===== src/rtl/core/mnpt_pkg.sv =====
`timescale 1ns / 1ps
// Shared types, codes and helpers for the note priority tracker.
// No dependencies; imported by mnpt_held_stack and the top level.
package mnpt_pkg;

  localparam int DEF_STACK_DEPTH = 16;
  localparam int KEY_MAX         = 127;
  localparam int SHIFT_MAX       = 48;
  localparam int ADDR_W          = 5;
  localparam int DATA_W          = 32;

  // input op codes
  localparam logic [1:0] OP_NOTE_ON  = 2'd0;
  localparam logic [1:0] OP_NOTE_OFF = 2'd1;
  localparam logic [1:0] OP_ALL_OFF  = 2'd2;

  // output event kinds
  localparam logic [1:0] EV_VOICE_ON  = 2'd0;
  localparam logic [1:0] EV_VOICE_OFF = 2'd1;
  localparam logic [1:0] EV_ALL_OFF   = 2'd2;

  // register word indexes (byte address = 4 * index)
  localparam logic [2:0] REG_MONO    = 3'd0;
  localparam logic [2:0] REG_SHIFT   = 3'd1;
  localparam logic [2:0] REG_LOW     = 3'd2;
  localparam logic [2:0] REG_HIGH    = 3'd3;
  localparam logic [2:0] REG_CHANNEL = 3'd4;

  typedef enum logic [1:0] {
    STK_OP_PUSH,
    STK_OP_REMOVE,
    STK_OP_CLEAR
  } stk_op_t;

  typedef enum logic [2:0] {
    STK_IDLE,
    STK_SEARCH,
    STK_SHIFT,
    STK_ERASE,
    STK_DONE
  } stk_state_t;

  typedef enum logic [1:0] {
    TRK_IDLE,
    TRK_WAIT,
    TRK_EMIT0,
    TRK_EMIT1
  } trk_state_t;

  typedef struct packed {
    logic       start;
    stk_op_t    op;
    logic [6:0] key;
  } stk_cmd_t;

  typedef struct packed {
    logic       busy;
    logic       done;
    logic       nonempty;
    logic [6:0] top;
  } stk_stat_t;

  typedef struct packed {
    logic [1:0] kind;
    logic [6:0] key;
    logic [6:0] vel;
    logic       last;
  } result_t;

  // transpose by a saturated shift, clamp to the MIDI key range
  function automatic logic [6:0] shift_key(input logic [6:0] k, input logic [6:0] s);
    logic signed [8:0] sx;
    logic signed [8:0] sat;
    logic signed [8:0] t;
    logic [6:0]        r;
    sx = 9'($signed(s));
    if (sx > 9'(SHIFT_MAX)) begin
      sat = 9'(SHIFT_MAX);
    end else if (sx < -9'(SHIFT_MAX)) begin
      sat = -9'(SHIFT_MAX);
    end else begin
      sat = sx;
    end
    t = $signed({2'b00, k}) + sat;
    if (t < 9'sd0) begin
      r = '0;
    end else if (t > 9'(KEY_MAX)) begin
      r = 7'(KEY_MAX);
    end else begin
      r = t[6:0];
    end
    return r;
  endfunction

endpackage


===== src/rtl/core/mnpt_held_stack.sv =====
`timescale 1ns / 1ps
// Held-key stack: one-port-read synchronous memory, fill count and scan sequencer.
// Depends on mnpt_pkg.
module mnpt_held_stack import mnpt_pkg::*; #(
  parameter int STACK_DEPTH = DEF_STACK_DEPTH
) (
  input  logic      clk,
  input  logic      rst,
  input  stk_cmd_t  cmd,
  output stk_stat_t stat
);

  localparam int IW = (STACK_DEPTH > 1) ? $clog2(STACK_DEPTH) : 1;
  localparam int CW = $clog2(STACK_DEPTH + 1);
  localparam logic [CW-1:0] FULL = CW'(STACK_DEPTH);

  stk_state_t state, state_next;

  logic [CW-1:0] count;
  logic [CW-1:0] rd_idx;
  logic          pend;
  logic [IW-1:0] pend_idx;
  logic          found;
  logic [6:0]    top;
  logic [6:0]    key_r;
  logic [6:0]    mem_q;
  logic [6:0]    mem [STACK_DEPTH];

  logic          scanning;
  logic          issue;
  logic          scan_done;
  logic          match;
  logic          hit;
  logic          we;
  logic [IW-1:0] waddr;
  logic [6:0]    wdata;

  always_comb begin
    scanning  = (state == STK_SEARCH) || (state == STK_SHIFT) || (state == STK_ERASE);
    scan_done = (rd_idx == count) && !pend;
    match     = (state == STK_SHIFT) ? (pend_idx == '0) : (mem_q == key_r);
    hit       = pend && !found && match;
  end

  always_comb begin
    state_next = state;
    unique case (state)
      STK_IDLE: begin
        if (cmd.start) begin
          unique case (cmd.op)
            STK_OP_PUSH:   state_next = STK_SEARCH;
            STK_OP_REMOVE: state_next = STK_ERASE;
            STK_OP_CLEAR:  state_next = STK_DONE;
            default:       state_next = STK_IDLE;
          endcase
        end
      end
      STK_SEARCH: begin
        if (scan_done) begin
          state_next = (!found && count == FULL) ? STK_SHIFT : STK_DONE;
        end
      end
      STK_SHIFT, STK_ERASE: begin
        if (scan_done) begin
          state_next = STK_DONE;
        end
      end
      STK_DONE: state_next = STK_IDLE;
      default:  state_next = STK_IDLE;
    endcase
  end

  always_comb begin
    issue = scanning && (rd_idx != count);
    we    = 1'b0;
    waddr = pend_idx - 1'b1;
    wdata = mem_q;
    if ((state == STK_SHIFT || state == STK_ERASE) && pend && found) begin
      we = 1'b1;
    end
    if (state == STK_SEARCH && scan_done && !found && count != FULL) begin
      we    = 1'b1;
      waddr = count[IW-1:0];
      wdata = key_r;
    end
    if (state == STK_SHIFT && scan_done) begin
      we    = 1'b1;
      waddr = IW'(count - 1'b1);
      wdata = key_r;
    end
    stat.busy     = (state != STK_IDLE);
    stat.done     = (state == STK_DONE);
    stat.nonempty = (count != '0);
    stat.top      = top;
  end

  always_ff @(posedge clk) begin
    if (we) begin
      mem[waddr] <= wdata;
    end
    mem_q <= mem[rd_idx[IW-1:0]];
  end

  always_ff @(posedge clk) begin
    if (rst) begin
      state  <= STK_IDLE;
      count  <= '0;
      rd_idx <= '0;
      pend   <= 1'b0;
      found  <= 1'b0;
    end else begin
      state    <= state_next;
      pend     <= issue;
      pend_idx <= rd_idx[IW-1:0];
      if (issue) begin
        rd_idx <= rd_idx + 1'b1;
      end
      if (hit) begin
        found <= 1'b1;
      end
      if (pend && !hit) begin
        top <= mem_q;
      end
      if (state == STK_IDLE && cmd.start) begin
        rd_idx <= '0;
        found  <= 1'b0;
        key_r  <= cmd.key;
        if (cmd.op == STK_OP_CLEAR) begin
          count <= '0;
        end
      end
      if (state == STK_SEARCH && scan_done && !found) begin
        if (count == FULL) begin
          rd_idx <= '0;
          found  <= 1'b0;
        end else begin
          count <= count + 1'b1;
        end
      end
      if (state == STK_ERASE && scan_done && found) begin
        count <= count - 1'b1;
      end
    end
  end

endmodule


===== src/rtl/core/midi_note_priority_tracker_unit.sv =====
`timescale 1ns / 1ps
// MIDI note priority tracker: register port, event sequencer, output register.
// Depends on mnpt_pkg and mnpt_held_stack.
//
// Usage:
//   Note words (op, key, strike) enter on note_valid/note_ready. Each word
//   gives zero, one or two voice words on voice_valid/voice_ready; the last
//   word of a run carries last_of_run. Registers are written over the APB
//   port (pready tied high); the user must write them only while the block
//   is idle, as the block itself does not enforce it. One word is worked on
//   at a time. The held-key memory is scanned one entry a cycle through a
//   registered read; a note-on whose key is not held and that finds the
//   stack full adds a second pass that drops the oldest entry.
//   A voice word waits in an output register; while it is stalled the next
//   note word is still accepted and worked on up to the point of output.
//   Reset empties the stack, silences the voice and loads register defaults
//   (poly mode, no shift, full key range, channel 0).
module midi_note_priority_tracker_unit import mnpt_pkg::*; #(
  parameter int STACK_DEPTH = DEF_STACK_DEPTH
) (
  input  logic              clk,
  input  logic              rst,
  input  logic              psel,
  input  logic              penable,
  input  logic              pwrite,
  input  logic [ADDR_W-1:0] paddr,
  input  logic [DATA_W-1:0] pwdata,
  output logic [DATA_W-1:0] prdata,
  output logic              pready,
  input  logic              note_valid,
  output logic              note_ready,
  input  logic [1:0]        op,
  input  logic [6:0]        key,
  input  logic [6:0]        strike,
  output logic              voice_valid,
  input  logic              voice_ready,
  output logic [1:0]        event_kind,
  output logic [6:0]        out_key,
  output logic [6:0]        out_velocity,
  output logic [3:0]        out_channel,
  output logic              last_of_run
);

  logic       mono_mode;
  logic [6:0] semitone_shift;
  logic [6:0] range_low;
  logic [6:0] range_high;
  logic [3:0] channel_id;

  trk_state_t state, state_next;

  logic [1:0] op_r;
  logic [6:0] key_r;
  logic [6:0] strike_r;
  logic       legato;
  logic [6:0] sounding_key, sounding_key_next;
  logic       sounding_valid, sounding_valid_next;
  logic [6:0] sounding_velocity, sounding_velocity_next;
  result_t    res0, res0_next;
  result_t    res1, res1_next;
  logic       res_two, res_two_next;
  logic       res_any;
  result_t    out_r;
  logic [3:0] chan_r;

  stk_cmd_t   stk_cmd;
  stk_stat_t  stk_stat;

  logic       cfg_we;
  logic       note_accept;
  logic       out_free;
  logic       load;
  logic [6:0] lo, hi;
  logic       in_range;
  logic       off_hit;
  logic [6:0] k0, k1;

  mnpt_held_stack #(
    .STACK_DEPTH(STACK_DEPTH)
  ) u_stack (
    .clk (clk),
    .rst (rst),
    .cmd (stk_cmd),
    .stat(stk_stat)
  );

  assign pready = 1'b1;
  assign cfg_we = psel && penable && pwrite && pready;

  always_ff @(posedge clk) begin
    if (rst) begin
      mono_mode      <= 1'b0;
      semitone_shift <= '0;
      range_low      <= '0;
      range_high     <= 7'(KEY_MAX);
      channel_id     <= '0;
    end else if (cfg_we) begin
      unique case (paddr[4:2])
        REG_MONO:    mono_mode      <= pwdata[0];
        REG_SHIFT:   semitone_shift <= pwdata[6:0];
        REG_LOW:     range_low      <= pwdata[6:0];
        REG_HIGH:    range_high     <= pwdata[6:0];
        REG_CHANNEL: channel_id     <= pwdata[3:0];
        default: ;
      endcase
    end
  end

  always_comb begin
    unique case (paddr[4:2])
      REG_MONO:    prdata = DATA_W'(mono_mode);
      REG_SHIFT:   prdata = DATA_W'(semitone_shift);
      REG_LOW:     prdata = DATA_W'(range_low);
      REG_HIGH:    prdata = DATA_W'(range_high);
      REG_CHANNEL: prdata = DATA_W'(channel_id);
      default:     prdata = '0;
    endcase
  end

  always_comb begin
    lo       = (range_low < range_high) ? range_low : range_high;
    hi       = (range_low < range_high) ? range_high : range_low;
    in_range = (key >= lo) && (key <= hi);
    out_free = !voice_valid || voice_ready;
  end

  // next state
  always_comb begin
    state_next = state;
    unique case (state)
      TRK_IDLE:  if (note_accept && stk_cmd.start) state_next = TRK_WAIT;
      TRK_WAIT:  if (stk_stat.done) state_next = res_any ? TRK_EMIT0 : TRK_IDLE;
      TRK_EMIT0: if (out_free) state_next = res_two ? TRK_EMIT1 : TRK_IDLE;
      TRK_EMIT1: if (out_free) state_next = TRK_IDLE;
      default:   state_next = TRK_IDLE;
    endcase
  end

  // control outputs
  always_comb begin
    note_ready    = (state == TRK_IDLE);
    note_accept   = note_valid && note_ready;
    stk_cmd.key   = key;
    stk_cmd.start = 1'b0;
    stk_cmd.op    = STK_OP_PUSH;
    case (op)
      OP_NOTE_ON:  stk_cmd.start = note_accept && in_range;
      OP_NOTE_OFF: begin
        stk_cmd.start = note_accept;
        stk_cmd.op    = STK_OP_REMOVE;
      end
      OP_ALL_OFF:  begin
        stk_cmd.start = note_accept;
        stk_cmd.op    = STK_OP_CLEAR;
      end
      default: ;
    endcase
    load = ((state == TRK_EMIT0) || (state == TRK_EMIT1)) && out_free;
  end

  // result and sounding-note resolution once the stack pass is done
  always_comb begin
    off_hit = sounding_valid && (key_r == sounding_key);
    k0 = shift_key((op_r == OP_NOTE_ON && legato) ? sounding_key : key_r, semitone_shift);
    k1 = shift_key((op_r == OP_NOTE_ON) ? key_r : stk_stat.top, semitone_shift);
    res0_next              = '{kind: EV_VOICE_OFF, key: k0, vel: 7'd0, last: 1'b1};
    res1_next              = '{kind: EV_VOICE_ON, key: k1, vel: sounding_velocity, last: 1'b1};
    res_two_next           = 1'b0;
    res_any                = 1'b1;
    sounding_key_next      = sounding_key;
    sounding_valid_next    = sounding_valid;
    sounding_velocity_next = sounding_velocity;
    case (op_r)
      OP_NOTE_ON: begin
        sounding_key_next      = key_r;
        sounding_valid_next    = 1'b1;
        sounding_velocity_next = strike_r;
        res1_next.vel          = strike_r;
        if (legato) begin
          res0_next.last = 1'b0;
          res_two_next   = 1'b1;
        end else begin
          res0_next = res1_next;
        end
      end
      OP_NOTE_OFF: begin
        if (mono_mode) begin
          if (off_hit) begin
            if (stk_stat.nonempty) begin
              sounding_key_next = stk_stat.top;
              res0_next.last    = 1'b0;
              res_two_next      = 1'b1;
            end else begin
              sounding_valid_next = 1'b0;
            end
          end else begin
            res_any = 1'b0;
          end
        end else begin
          if (!stk_stat.nonempty) begin
            sounding_valid_next = 1'b0;
          end else if (off_hit) begin
            sounding_key_next = stk_stat.top;
          end
        end
      end
      OP_ALL_OFF: begin
        res0_next           = '{kind: EV_ALL_OFF, key: 7'd0, vel: 7'd0, last: 1'b1};
        sounding_valid_next = 1'b0;
      end
      default: res_any = 1'b0;
    endcase
  end

  always_ff @(posedge clk) begin
    if (rst) begin
      state             <= TRK_IDLE;
      sounding_key      <= '0;
      sounding_valid    <= 1'b0;
      sounding_velocity <= '0;
      voice_valid       <= 1'b0;
    end else begin
      state <= state_next;
      if (note_accept) begin
        op_r     <= op;
        key_r    <= key;
        strike_r <= strike;
        legato   <= mono_mode && stk_stat.nonempty && sounding_valid;
      end
      if (state == TRK_WAIT && stk_stat.done) begin
        sounding_key      <= sounding_key_next;
        sounding_valid    <= sounding_valid_next;
        sounding_velocity <= sounding_velocity_next;
        res0              <= res0_next;
        res1              <= res1_next;
        res_two           <= res_two_next;
      end
      if (load) begin
        voice_valid <= 1'b1;
        out_r       <= (state == TRK_EMIT1) ? res1 : res0;
        chan_r      <= channel_id;
      end else if (voice_ready) begin
        voice_valid <= 1'b0;
      end
    end
  end

  assign event_kind   = out_r.kind;
  assign out_key      = out_r.key;
  assign out_velocity = out_r.vel;
  assign out_channel  = chan_r;
  assign last_of_run  = out_r.last;

`ifndef ASSERT_OFF
  a_done_in_wait: assert property (@(posedge clk) disable iff (rst)
    stk_stat.done |-> (state == TRK_WAIT))
    else $error("stack pass finished outside of wait state");

  a_accept_stack_idle: assert property (@(posedge clk) disable iff (rst)
    note_accept |-> !stk_stat.busy)
    else $error("note word taken while the stack is busy");

  a_note_on_sounds: assert property (@(posedge clk) disable iff (rst)
    (state == TRK_WAIT && stk_stat.done && op_r == OP_NOTE_ON) |=> sounding_valid)
    else $error("note on left no note sounding");
`endif

endmodule


===== config.mk =====
export PLATFORM = sky130hd
export DESIGN_NAME = midi_note_priority_tracker_unit
export DESIGN_NICKNAME = d
export VERILOG_FILES = /design/src/rtl/core/mnpt_pkg.sv /design/src/rtl/core/mnpt_held_stack.sv /design/src/rtl/core/midi_note_priority_tracker_unit.sv
export SDC_FILE = /design/constraint.sdc
export NUM_CORES = 1
export LEC_CHECK = 0
export ABC_AREA = 1
export BUFFER_PORTS_ARGS = -buffer_cell sky130_fd_sc_hd__buf_2
export CAP_MARGIN = 15
export CORE_MARGIN = 2
export CORE_UTILIZATION = 49
export CTS_CLUSTER_DIAMETER = 80
export DETAILED_ROUTE_END_ITERATION = 10
export HOLD_SLACK_MARGIN = 0.1
export PLACE_DENSITY = 0.66
export SLEW_MARGIN = 20
export SYNTH_ARGS = -nofsm -noshare
export SYNTH_HDL_FRONTEND = slang
export SYNTH_SLANG_ARGS = --single-unit
export TNS_END_PERCENT = 10

===== constraint.sdc =====
create_clock -name clk -period 4.9 [get_ports clk]
set_input_delay 0.49 -clock clk [delete_from_list [all_inputs] [get_ports clk]]
set_output_delay 0.49 -clock clk [all_outputs]
set_load 0.02 [all_outputs]

Word level (Yosys, flattened, before mapping)
Memories as Yosys holds them, arrays and structs flattened. A register that Yosys moved wholly into a read port is not among the register bits.
Cells that the tools add are included.
Storage, ports and cells
  output and inout bits: 56
  RAM bits: 112
  memories kept: 1
  flip-flop bits (word level): 147
  word-level logic and storage cells: 226
Memories
  u_stack.mem: depth 16, width 7, rd ports 1, clocked after memory_dff 1, wr ports 1, line mnpt_held_stack.sv:27  | logic [6:0] mem [STACK_DEPTH];
Operators by class
  reduce and logical (&&, ||, !) cells: 64
  $add $sub $neg: 6
  multiplexer cells: 78
  bitwise operators: 1
  $lt $le $gt $ge: 9
  equal/unequal tests: 33
Operator list (count)
  $mux 7: 16
  $mux 5: 9
  $pmux 7 s5: 1
  $pmux 16 s2: 1
  $mux 15: 2
  $logic_and 1x1->1: 27
  $mux 1: 25
  $reduce_and 2->1: 10
  $add 8x9->9: 2
  $gt 9x8->1 const B: 2
  $lt 9x1->1 const B: 2
  $mux 9: 2
  $pmux 3 s3: 2
  $eq 7x7->1: 2
  $pmux 7 s2: 1
  $eq 3x2->1 const B: 4
  $mux 2: 6
  $mux 3: 4
  $ne 2x2->1 const B: 6
  $add 5x1->5 const B: 2
  $eq 2x2->1 const B: 5
  $eq 2x1->1 const B: 4
  $logic_not 2->1: 4
  $mux 4: 2
  30 further kinds: 50

Logic depth before layout (Yosys ltp)
Gate-level depths: netlist (run 1).
  word-level depth: 11
  depth in mapped cells: 21

By module
From an unflattened synthesis (run 1), not the netlist that was laid out.
Unflattened totals
  cell total of the unflattened synthesis: 1414
  area, all modules: 13235.2 um2
By module, submodules not included
  midi_note_priority_tracker_unit: times used 1, cells an instance 827, area each 6653.9 um2
  mnpt_held_stack: times used 1, cells an instance 587, area each 6581.3 um2

Least setup slack after synthesis (run 1)
OpenSTA, ideal clock, no wires.
  kind: register to register
  from: register range_high[6]
  to: register u_stack.key_r[0] (enable)
  arrival: 2891 ps
  stages on the path, launching flop included: 19
  data required time: 4540 ps
  library setup time: 360 ps
  setup slack: 1649 ps
  cell sequence: dfxtp_1 > inv_1 > ha_1 > nand2_1 > o211ai_1 > clkbuf_1 > o21ai_0 > ha_1 > a21oi_1 > o21ai_0 > nand2_1 > nand2_1 > nand2_1 > nand3_1 > nand2_1 > nand2_1 > nor2_1 > inv_1 > nor2_1
Between the ends
  cells in the longest elaborated chain, start to end: 8
  elaborated cells on any way between the ends: 10
  those cells by class: order compare: 3; mux: 3; reduce/logical: 4
RTL lines
  from (decl): line midi_note_priority_tracker_unit.sv:47  | logic [6:0] range_high;
  from (signal assigned): line midi_note_priority_tracker_unit.sv:95  | range_high <= 7'(KEY_MAX);
  from (signal assigned): line midi_note_priority_tracker_unit.sv:102  | REG_HIGH: range_high <= pwdata[6:0];
  $lt 7x7->1: line midi_note_priority_tracker_unit.sv:121, midi_note_priority_tracker_unit.sv:122
  $mux 7, on equally long branches: line midi_note_priority_tracker_unit.sv:121, midi_note_priority_tracker_unit.sv:122
  $ge 7x7->1 / $le 7x7->1 (equally long branches): line midi_note_priority_tracker_unit.sv:123  | in_range = (key >= lo) && (key <= hi);
  $logic_and 1x1->1 *: line midi_note_priority_tracker_unit.sv:123
  $logic_and 1x1->1 *: line midi_note_priority_tracker_unit.sv:147  | OP_NOTE_ON: stk_cmd.start = note_accept && in_range;
  $pmux 1 s2 *: line midi_note_priority_tracker_unit.sv:146  | case (op)
  $logic_and 1x1->1 *: line mnpt_held_stack.sv:124  | if (state == STK_IDLE && cmd.start) begin
  $reduce_and 2->1 (no line) *
  to (signal assigned): line mnpt_held_stack.sv:127  | key_r <= cmd.key;
  to (decl): line mnpt_held_stack.sv:25  | logic [6:0] key_r;
Every way passes the cells marked *; elsewhere a longest branch is shown, timed or not.
A chain may end at the register's enable or synchronous reset.

Worst setup path after layout (run 1)
  from: register range_high[2]
  to: register u_stack.key_r[5] (enable)
Same word-level chain as after synthesis.

==> metrics.md, run 1 <==
| Metric | Value |
|---|---|
| Outcome | finished with violations |
| Failing checks | design-rule violations |
| CP Data Required Time | about 5000 ps |
| Mapped Area | 13,090 um^2 |
| Drt wl/cell | around 16 um |
| CTS Root Cell | clkbuf_16 |
| Total internal power | about 4.1 mW |
| Number of synthesized flops with an enable pin | 200 |
| # port buffers | 62 |
| Dpl cells | 1,789 |
| Post-synth top flop | edfxtp_1 |
| DRC Markers | 14 |
| RSZ-0062 raised after global routing | no |
| HPWL Detailed | 20,550 um |
| GP Congestion | 0.9547 |
| Hold_ws | 126.3 ps |
| Reg clk slew, reported paths | 70 ps |
| Area grow syn2layout | 11.24% |
| Endpoints failing setup | 0 |
| GR Util All Layers | 0.2064 |
| Initial core utilization | 0.5009 |
| Logic pwr share | 0.168 |
| Max Cap Viol | 0 |
| Synth unique cells | between 40 and 50 |
| Setup WS pre-CTS | 1182 ps |
| Tot Pwr | 5.732 mW |
| Fin cells | 1,840 |
| Post-synthesis sequential area ratio | 0.5597 |
| Worst-margin pin slew | 972.1 ps |
| CTS Sinks | 266 |
| Worst IR drop on VDD | ~0.31 mV |
| Via count | 9,781 |
| DIE WIDTH | 167.4 um |
| Startpoint types | flip-flop |
| Vias in the first global route | 8,989 |
| First-pass GRT wire length | between 40,000 and 50,000 um |
| Max-slew violation count | 0 |
| Clk pwr share | 0.346 |
| Fmax achieved | around 270 MHz |
| #FFs+latches synth | 266 |
| Routed Antenna Nets | 0 |
| Final Net Count | 1,588 |
| Remaining Overflow, GRT | 0 |
| Synth Warn # | 0 |
| Post-layout util | 0.5572 |
| Hold Buf Count CTS | 0 |
| First drt pass iteration count | 8 |
| Mean area per synthesized cell | ~9.3 um^2 |
| I/O pins | 116 |
| Site Rows | 59 |
| Largest net degree at the start of global routing | 58 |
| Post-Syn Instances | 1,414 |
| Post-route setup TNS | 0 ps |
| CTS tree | built |
| Layout cells sized above 1 | 0.1144 |
| CP Max Fanout | 28 |
| Drt initial violations | 754 |
| Psw | 1.644 mW |
| Final period utilization | 0.7636 |
| Routed wire length | between 20,000 and 30,000 um |
| Layout Skew | 27.13 ps |
| Initial antenna violation count | 1 |
| CP endpoint kind | flip-flop |
| Leakage power figure | between 6 and 7 nW |
| Full die area | 28,040 um^2 |
| Area post-placement | 13,710 um^2 |
| Die H | 167.4 um |
| Fin worst setup slack | about 1200 ps |
| Power per standard cell area | 393.7 nW/um^2 |
| Minimum clock period | roughly 3700 ps |
| Arr. time, crit path | 3930 ps |
| Clock tree buffer depth | 3 |
| Setup CP Type | flip-flop to flip-flop |
| Hold Crit Class | input port to flip-flop |
| H-tree level count | 1 |
| Final Instance Area | 14,560 um^2 |
| Sequential Power Share | 0.487 |
| Final hold vios | 0 |
| Core area | 26,130 um^2 |
| Slew margin rel. | 0.3496 |
| Number of buffers created by CTS | 27 |
| FFs w/ async S/R, synth | 0 |
| Switching share of power | 0.2868 |
| Clk_lat worst skew | 560 ps |
| Via/cell ratio | 5.316 |
| Post-CTS Setup Bufs | 0 |
| CTS-repair resized insts | 0 |
[worst max-delay path, stage by stage (launching register included)]
cell	delay, ps
dfxtp_1	370
inv_1	90
ha_1	290
a21oi_1	150
nand2_1	80
nand4_1	70
o211ai_1	80
buf_4	210
nand2_1	80
o21ai_0	100
ha_1	330
nand2_1	50
o21ai_0	160
nand2_1	90
nand3_1	140
nand3_1	130
nand2_1	100
nand2_1	100
nor2_1	140
inv_1	90
nor2_1	510
[cells in the mapped netlist, types with 3 or more instances]
cell | instances | area, um^2
a22oi_1 | 4 | 30.03
xor2_1 | 20 | 175.2
o21ai_1 | 3 | 15.01
o221ai_1 | 11 | 96.34
nor2_1 | 176 | 660.6
a21oi_1 | 63 | 315.3
buf_4 | 26 | 195.2
nand4_1 | 15 | 93.84
xnor2_1 | 9 | 78.83
nor3_1 | 8 | 40.04
dfxtp_1 | 66 | 1321
clkbuf_1 | 37 | 138.9
o211ai_1 | 14 | 105.1
nand3_1 | 60 | 300.3
inv_1 | 128 | 480.5
nor2_4 | 3 | 33.78
or2_2 | 3 | 18.77
o21ai_0 | 116 | 580.6
a221oi_1 | 3 | 26.28
nand2_1 | 306 | 1149
o2111ai_1 | 6 | 52.55
edfxtp_1 | 200 | 6006
a211oi_1 | 7 | 52.55
a221o_1 | 3 | 30.03
ha_1 | 45 | 563.0
nand3_2 | 5 | 50.05
buf_6 | 3 | 33.78
nand2_2 | 17 | 106.4
inv_2 | 11 | 41.29
o22ai_1 | 21 | 131.4
nor2_2 | 3 | 18.77
[cell type report]
type | count | area (um^2)
Timing Repair Buffer | 86 | 490.5
Tap cell | 335 | 419.2
Antenna cell | 1 | 2.502
Sequential cell | 266 | 7327
Inverter | 141 | 530.5
Fill cell | 2364 | 11570
Clock buffer | 37 | 713.2
Multi-Input combinational cell | 961 | 4946
Clock inverter | 13 | 132.6
[kinds of logic (layout without fill, tap and decap cells)]
logic type               after synthesis  in the layout  share of synthesized area
adder cells (fa/ha/maj)               45             45                    0.04301
flip-flops                           266            266                     0.5597
AO/OA/AOI/OAI                        259            259                     0.1143
AND/OR/NAND/NOR                      602            602                     0.1929
buffers and inverters                211            277                    0.07006
XOR/XNOR                              29             29                    0.01940
other                                  2             27                  0.0005737
[path summary, 6_finish.rpt]
check	start	endpoint	slack (ps)	cells after the start
setup reg to reg	range_high[2]$_SDFFE_PP1P_	u_stack.key_r[5]$_DFFE_PP_	1160	20
hold / removal	strike[2]	strike_r[2]$_DFFE_PP_	130	1
hold reg to reg	sounding_velocity[5]$_SDFFE_PP0P_	sounding_velocity[5]$_SDFFE_PP0P_	460	2
setup / recovery	range_high[2]$_SDFFE_PP1P_	u_stack.key_r[5]$_DFFE_PP_	1160	20
[power by group through the flow]
stage / logic (mW) / clock network, mW / registers [mW]
after detailed placement: 0.951 / 0 / 2.84
after CTS: 0.956 / 2.01 / 2.79
final: 0.961 / 1.98 / 2.79
after floorplan: 0.653 / 0 / 2.82
after global placement: 0.933 / 0 / 2.83
after global routing: 1.08 / 2.09 / 2.80
[cells in the final DEF, fill, tap and decap left out, types with 8 or more instances in the layout]
cell / count
xor2_1: 20
nand2_2: 17
clkbuf_16: 27
o22ai_1: 21
inv_1: 128
conb_1: 26
o221ai_1: 11
inv_2: 11
edfxtp_1: 200
a21oi_1: 63
o211ai_1: 14
nand2_1: 306
nand4_1: 15
xnor2_1: 9
ha_1: 45
nor2_1: 174
buf_4: 24
clkbuf_1: 10
buf_2: 62
o21ai_0: 116
nand3_1: 60
dfxtp_1: 66
nor3_1: 8
[metal layers]
layer	global-route usage	share of wire
met1	0.2847	0.45
met2	0.3469	0.46
met3	0.02529	0.056
met4	0.05671	0.026
met5	0	0
[registers in the layout, indices dropped and copies added (netlist names), 3 cells and up]
signal             flops
u_stack.key_r          7
out_key                7
u_stack.state          3
sounding_velocity      7
u_stack.pend_idx       4
u_stack.count          5
out_channel            4
u_stack.rd_idx         5
strike_r               7
res0                  17
semitone_shift         7
out_velocity           7
range_high             7
sounding_key           7
u_stack.top            7
u_stack.mem_q          7
key_r                  7
range_low              7
u_stack.mem          112
res1                  14
channel_id             4
(Power assumes the default switching activity.)
==> run 2: changes to the inputs <==
--- a/config.mk
+++ b/config.mk
@@ -13,7 +13,7 @@
 export CTS_CLUSTER_DIAMETER = 80
 export DETAILED_ROUTE_END_ITERATION = 10
 export HOLD_SLACK_MARGIN = 0.1
-export PLACE_DENSITY = 0.66
+export PLACE_DENSITY = 0.68
 export SLEW_MARGIN = 20
 export SYNTH_ARGS = -nofsm -noshare
 export SYNTH_HDL_FRONTEND = slang
==> constraint.sdc (replaced) <==
create_clock -name clk -period 3.1 [get_ports clk]
set_input_delay 0.31 -clock clk [delete_from_list [all_inputs] [get_ports clk]]
set_output_delay 0.31 -clock clk [all_outputs]
set_load 0.02 [all_outputs]
==> run 2 against run 1 <==
Effect of this change: the flow still finishes with violations (design-rule violations); final cell count grew 3.0%; hold slack gained 9.6 ps; flip-flop and latch count is the same; critical path type unchanged; largest cell class unchanged; via count grew 2.8%; critical endpoint is now u_stack.key_r[2]$_DFFE_PP_.
==> metrics.md, run 2 (same netlist as run 1, synthesis figures left out) <==
| Metric | Value |
|---|---|
| Hold Crit Class | input port to flip-flop |
| Failing checks | design-rule violations |
| Fin worst setup slack | 36.61 ps (-1122 ps) |
| Layout Skew | 14.92 ps (-12.21 ps) |
| Power per standard cell area | 623.6 nW/um^2 (+58%) |
| CP Max Fanout | 7 (-75%) |
| Min-delay src | paddr[3] |
| Area grow syn2layout | 17.31% |
| Largest net degree at the start of global routing | 60 (+3.4%) |
| Top flop regs | u_stack.mem (112), res0 (17), res1 (14) |
| Max Cap Viol | 0 (unchanged) |
| Max-slew violation count | 0 (unchanged) |
| CTS Sinks | 266 (unchanged) |
| GP Congestion | 0.9022 (-5.5%) |
| Initial core utilization | 0.5009 (unchanged) |
| Max reg flops | 112 (unchanged) |
| Site Rows | 59 (unchanged) |
| Crit path launch | range_high[2]$_SDFFE_PP1P_ |
| Slew margin rel. | 0.5310 (+0.1814) |
| CP peak stage delay | 330 ps (-180 ps) |
| First drt pass iteration count | 8 (unchanged) |
| Worst-margin pin slew | 701.8 ps (-270.3 ps) |
| H-tree level count | 1 (unchanged) |
| Full die area | 28,040 um^2 (unchanged) |
| Routed wire length | 30,520 um (+4.1%) |
| Remaining Overflow, GRT | 0 (unchanged) |
| Ant diodes | 0 (-1) |
| First-pass GRT wire length | 48,700 um (+4.5%) |
| Die H | 167.4 um (unchanged) |
| Drt initial violations | 849 (+13%) |
| Via/cell ratio | 5.308 (-0.14%) |
| DRC Markers | 8 (-6) |
| Routed Antenna Nets | 0 (unchanged) |
| Via count | 10,060 (+2.8%) |
| Crit path cell chain | inv_2 -> ha_4 -> a21oi_2 -> nand2_1 -> nand4_1 -> o211ai_1 -> buf_4 -> buf_6 -> nor2_2 -> a21oi_2 -> ha_1 -> nand2_1 -> nor2_1 -> nand4_1 -> nand2_2 -> nand3_4 -> nand2_2 -> nand2_2 -> nor2_4 -> inv_2 -> nor2_2 -> buf_6 |
| Clk_lat worst skew | 560 ps (about the same) |
| Layout cells sized above 1 | 0.1577 (+0.04333) |
| Startpoint types | flip-flop |
| Drt wl/cell | 16.11 um (+1.1%) |
| I/O pins | 116 (unchanged) |
| # port buffers | 62 (unchanged) |
| Commonest non-fill, non-tap cells in the layout | 297 x nand2_1, 200 x edfxtp_1, 169 x nor2_1, 125 x inv_1, 110 x o21ai_0 |
| CP Data Required Time | 3370 ps (-1720 ps) |
| Crit-path slowest cell | dfxtp_2 |
| Clock tree buffer depth | 3 (unchanged) |
| RR Startpoint | range_high[2]$_SDFFE_PP1P_ |
| Reg clk slew, reported paths | 60 ps (about the same) |
| Top cell by count, worst path | nand2_2 |
| CP endpoint kind | flip-flop |
| Setup WS pre-CTS | -68.80 ps (-1251 ps) |
| Tot Pwr | 9.575 mW (+67%) |
| CTS Root Cell | clkbuf_16 |
| Leakage power figure | 6.362 nW (+5.6%) |
| Vias in the first global route | 9,570 (+6.5%) |
| Post-layout util | 0.5876 (+0.03040) |
| Initial antenna violation count | 0 (-1) |
| Worst IR drop on VDD | 0.5974 mV (+91%) |
| CTS tree | built |
| GR Util All Layers | 0.2156 (+0.009162) |
| Arr. time, crit path | 3340 ps (-590 ps) |
| RSZ-0062 raised after global routing | yes |
| Post-route setup TNS | 0 ps (unchanged) |
| Top reg by flops | u_stack.mem |
| HPWL Detailed | 21,040 um (+2.4%) |
| Setup CP Type | flip-flop to flip-flop |
| Final hold vios | 0 (unchanged) |
| Hold_ws | 135.9 ps (+9.634 ps) |
| Fmax achieved | 326.4 MHz (+22%) |
| Final period utilization | 0.9882 (+0.2246) |
| DIE WIDTH | 167.4 um (unchanged) |
| Outcome | finished with violations |
| Endpoints failing setup | 0 (unchanged) |
| Final Net Count | 1,642 (+3.4%) |
| Minimum clock period | 3063 ps (-678.1 ps) |
| Core area | 26,130 um^2 (unchanged) |
| Number of buffers created by CTS | 29 (+7.4%) |
| Most common cell after layout, fill and taps aside | nand2_1 |
run 2: cell types whose count changed in the layout (fill, tap and decap cells not counted), moves of 7 or more:
cell	delta
nand2_1	-9
a21oi_2	+10
nand2_2	+7
dlygate4sd3_1	+24
a21oi_1	-10
buf_4	+24
run 2: final cells by class:
cell class | instances | area, um^2
fillers | 2242 | 10780
flip-flops and latches | 266 | 7333
multi-input cells | 961 | 5109
repair buffers | 138 | 973.4
clock buffers | 43 | 808.3
inverters | 141 | 530.5
well taps | 335 | 419.2
clock inverters | 11 | 182.7
run 2: per-layer routing:
metal	up-vias	part of all wire	track usage
li1	5001	-	-
met1	4689	0.43	0.2887
met2	292	0.47	0.3673
met3	77	0.058	0.02718
met4	0	0.034	0.06843
met5	-	0	0
run 2: what timing repair did:
action	4_1_cts	5_1_grt
gates resized for setup	5	47
hold buffers	24	0
buffers inserted	0	2
endpoints found under the hold margin	39	0
endpoints found under the setup margin	18	23
cloned	0	2
pin swaps	0	26
run 2: path summary, 6_finish.rpt:
kind                                       end  slack, ps  cells past startpoint
max                 u_stack.key_r[2]$_DFFE_PP_         40                     22
min reg2reg  sounding_velocity[3]$_SDFFE_PP0P_        460                      2
max reg2reg         u_stack.key_r[2]$_DFFE_PP_         40                     22
min                     mono_mode$_SDFFE_PP0P_        140                      4
run 2: where the power goes:
group	leakage (nW)	internal (mW)	total (mW)	switching, mW
logic	3.52	0.408	1.61	1.20
clock network	0.486	2.15	3.55	1.40
registers	2.36	4.32	4.41	0.0942
run 2: per-stage QoR:
step	cells	cell area, um^2
global route	1895	15360
global placement	1813	13900
finish	1895	15360
detailed placement	1813	13900
floorplan	1438	13180
CTS	1891	15160
run 2: critical path, delay by kind of cell, from the launching register on:
| family | cells | cell delay [ps] |
|---|---|---|
| AOI/OAI and AO/OA | 3 | 250 |
| buffers and inverters | 5 | 540 |
| and+or+nand+nor | 12 | 1120 |
| DFF | 1 | 330 |
| adders and majority gates | 2 | 530 |
==> run 3: changes to the inputs <==
==> constraint.sdc (replaced) <==
create_clock -name clk -period 3.1 [get_ports clk]
set_input_delay 0.62 -clock clk [delete_from_list [all_inputs] [get_ports clk]]
set_output_delay 0.62 -clock clk [all_outputs]
set_load 0.02 [all_outputs]
==> run 3 against run 2 <==
Effect of this change: the run still ends with design-rule violations left; setup slack got worse by 17 ps; register-to-register slack got worse by 20 ps; non-clock buffer count decreased by 16; combinational power is essentially flat; power decreased by 2.6%; final area is 1.1% lower; clock skew rose by 2.2 ps.
==> metrics.md, run 3 (same netlist as run 1, synthesis figures left out) <==
| Metric | Value |
|---|---|
| Drt initial violations | 945 (+11%) |
| Clk_lat worst skew | 550 ps (about the same) |
| DIE WIDTH | 167.4 um (unchanged) |
| Hold Crit Class | input port to flip-flop |
| Arr. time, crit path | 3490 ps (+150 ps) |
| Top reg by flops | u_stack.mem |
| Routed Antenna Nets | 0 (unchanged) |
| Power per standard cell area | 613.9 nW/um^2 (-1.6%) |
| H-tree level count | 1 (unchanged) |
| Max reg flops | 112 (unchanged) |
| CP Max Fanout | 7 (unchanged) |
| Final period utilization | 0.9937 (+0.005548) |
| Hold_ws | 251.8 ps (+115.9 ps) |
| DR top layer | met4 |
| CP Data Required Time | 3510 ps (+140 ps) |
| RSZ-0062 raised after global routing | yes |
| Worst IR drop on VDD | 0.4930 mV (-17%) |
| Fmax achieved | 324.6 MHz (-0.56%) |
| Via/cell ratio | 5.386 (+1.5%) |
| Number of buffers created by CTS | 28 (-3.4%) |
| CP endpoint kind | flip-flop |
| Full die area | 28,040 um^2 (unchanged) |
| Reg clk slew, reported paths | 60 ps (about the same) |
| Routed length on met1 | 13,350 um (+0.78%) |
| # port buffers | 62 (unchanged) |
| GR Util All Layers | 0.2160 (+0.0004637) |
| Remaining Overflow, GRT | 0 (unchanged) |
| Vias in the first global route | 9,555 (-0.16%) |
| CTS tree | built |
| GP Congestion | 0.9228 (+2.3%) |
| Routed wire length | 30,790 um (+0.88%) |
| Most common cell after layout, fill and taps aside | nand2_1 |
| Startpoint types | flip-flop |
| Setup CP Type | flip-flop to flip-flop |
| Endpoints failing setup | 0 (unchanged) |
| # fillers | 2,223 (-0.85%) |
| CTS Root Cell | clkbuf_16 |
| Site Rows | 59 (unchanged) |
| Clock tree buffer depth | 3 (unchanged) |
| Layout Skew | 17.09 ps (+2.169 ps) |
| First drt pass iteration count | 8 (unchanged) |
| Post-route setup TNS | 0 ps (unchanged) |
| DR WL met2 | 14,710 um (+1.7%) |
| Max-slew violation count | 0 (unchanged) |
| Met3 WL | 1907 um (+6.8%) |
| CTS Sinks | 266 (unchanged) |
| Layout cells sized above 1 | 0.1668 (+0.009083) |
| I/O pins | 116 (unchanged) |
| Minimum clock period | 3081 ps (+17.20 ps) |
| Outcome | finished with violations |
| Commonest non-fill, non-tap cells in the layout | 298 x nand2_1, 200 x edfxtp_1, 170 x nor2_1, 123 x inv_1, 105 x o21ai_0 |
| Die H | 167.4 um (unchanged) |
| DRC Markers | 8 (unchanged) |
| Core area | 26,130 um^2 (unchanged) |
| Ant diodes | 0 (unchanged) |
| Top flop regs | u_stack.mem (112), res0 (17), res1 (14) |
| Via count | 10,100 (+0.45%) |
| Final hold vios | 0 (unchanged) |
| Largest net degree at the start of global routing | 60 (unchanged) |
| Slew margin rel. | 0.5452 (+0.01416) |
| Final Net Count | 1,625 (-1.0%) |
| Drt wl/cell | 16.41 um (+1.9%) |
| Failing checks | design-rule violations |
| Worst-margin pin slew | 680.7 ps (-21.16 ps) |
| First-pass GRT wire length | 48,990 um (+0.60%) |
| Initial core utilization | 0.5009 (unchanged) |
| Leakage power figure | 6.258 nW (-1.6%) |
| Tot Pwr | 9.322 mW (-2.6%) |
| HPWL Detailed | 21,050 um (about the same) |
| Area grow syn2layout | 16.01% |
| Max Cap Viol | 0 (unchanged) |
| Initial antenna violation count | 0 (unchanged) |
-- run 3: cell types whose count changed in the layout (fill, tap and decap cells not counted), moves of 3 or more --
cell / before / now
a21oi_2: 10 / 6
o21ai_4: 0 / 3
a21oi_1: 53 / 56
o21ai_1: 7 / 10
o21ai_0: 110 / 105
dlygate4sd3_1: 24 / 0
ha_4: 4 / 8
buf_4: 48 / 55
clkinv_1: 1 / 6
ha_1: 41 / 37
clkbuf_1: 11 / 8
-- run 3: metal layers --
| metal | up-vias | global-route usage |
|---|---|---|
| met2 | 315 | 0.3722 |
| li1 | 4979 | - |
| met5 | - | 0.001739 |
| met3 | 66 | 0.02765 |
| met1 | 4744 | 0.2884 |
| met4 | 0 | 0.06125 |
-- run 3: final timing paths --
check | start | endpoint | slack [ps] | cells past startpoint
min | strike[5] | strike_r[5]$_DFFE_PP_ | 250 | 1
min reg2reg | sounding_velocity[1]$_SDFFE_PP0P_ | sounding_velocity[1]$_SDFFE_PP0P_ | 460 | 2
max | range_high[6]$_SDFFE_PP1P_ | u_stack.state[0]$_SDFFE_PP0P_ | 20 | 25
max reg2reg | range_high[6]$_SDFFE_PP1P_ | u_stack.state[0]$_SDFFE_PP0P_ | 20 | 25
-- run 3: power by group --
part           switching (mW)  internal [mW]
Sequential             0.0957           4.32
Clock                    1.35           1.96
Combinational            1.20          0.402
-- run 3: worst max-delay path: stages, from the launching register on --
cell and delay, ps:
dfxtp_2 340, inv_2 50, ha_4 260, nand2_2 50, inv_1 40, nand4_1 90, o211ai_1 170, buf_4 220
buf_6 140, nand2_1 60, o21ai_1 100, ha_1 280, nand2_1 70, o21ai_1 60, nand2_1 70, nand2_1 50
nand2_1 70, nand3_2 90, nand2_2 80, nand2_2 70, buf_4 140, buf_4 130, nand2_2 60, nand2_2 70
nand3_2 70, o31ai_1 60
-- run 3: per-stage QoR --
step           setup slack (ps)  utilization  cell area (um^2)  cells
2_1_floorplan             8.207            -             13180   1438
3_3_place_gp             -10.58       0.5332             13930   1817
3_5_place_dp             -66.75       0.5332             13930   1817
6_report                  19.41       0.5811             15190   1876
5_1_grt                  -198.1       0.5811             15190   1876
4_1_cts                  -49.74       0.5757             15050   1876
-- run 3: repair_timing --
item,4_1_cts,5_1_grt
setup endpoints to repair,8,30
hold buffers,0,0
gates cloned,2,0
resized for setup,35,35
pin swaps,29,22
setup buffers,6,1
-- run 3: cell type report --
type                            count  area [um^2]  share of cell area
Tap cell                          335        419.2             0.02760
Sequential cell                   266         7336              0.4831
Inverter                          141        530.5             0.03493
Multi-Input combinational cell    961         5185              0.3414
Clock inverter                     13        147.6            0.009722
Clock buffer                       38        758.2             0.04993
Timing Repair Buffer              122        809.5             0.05331
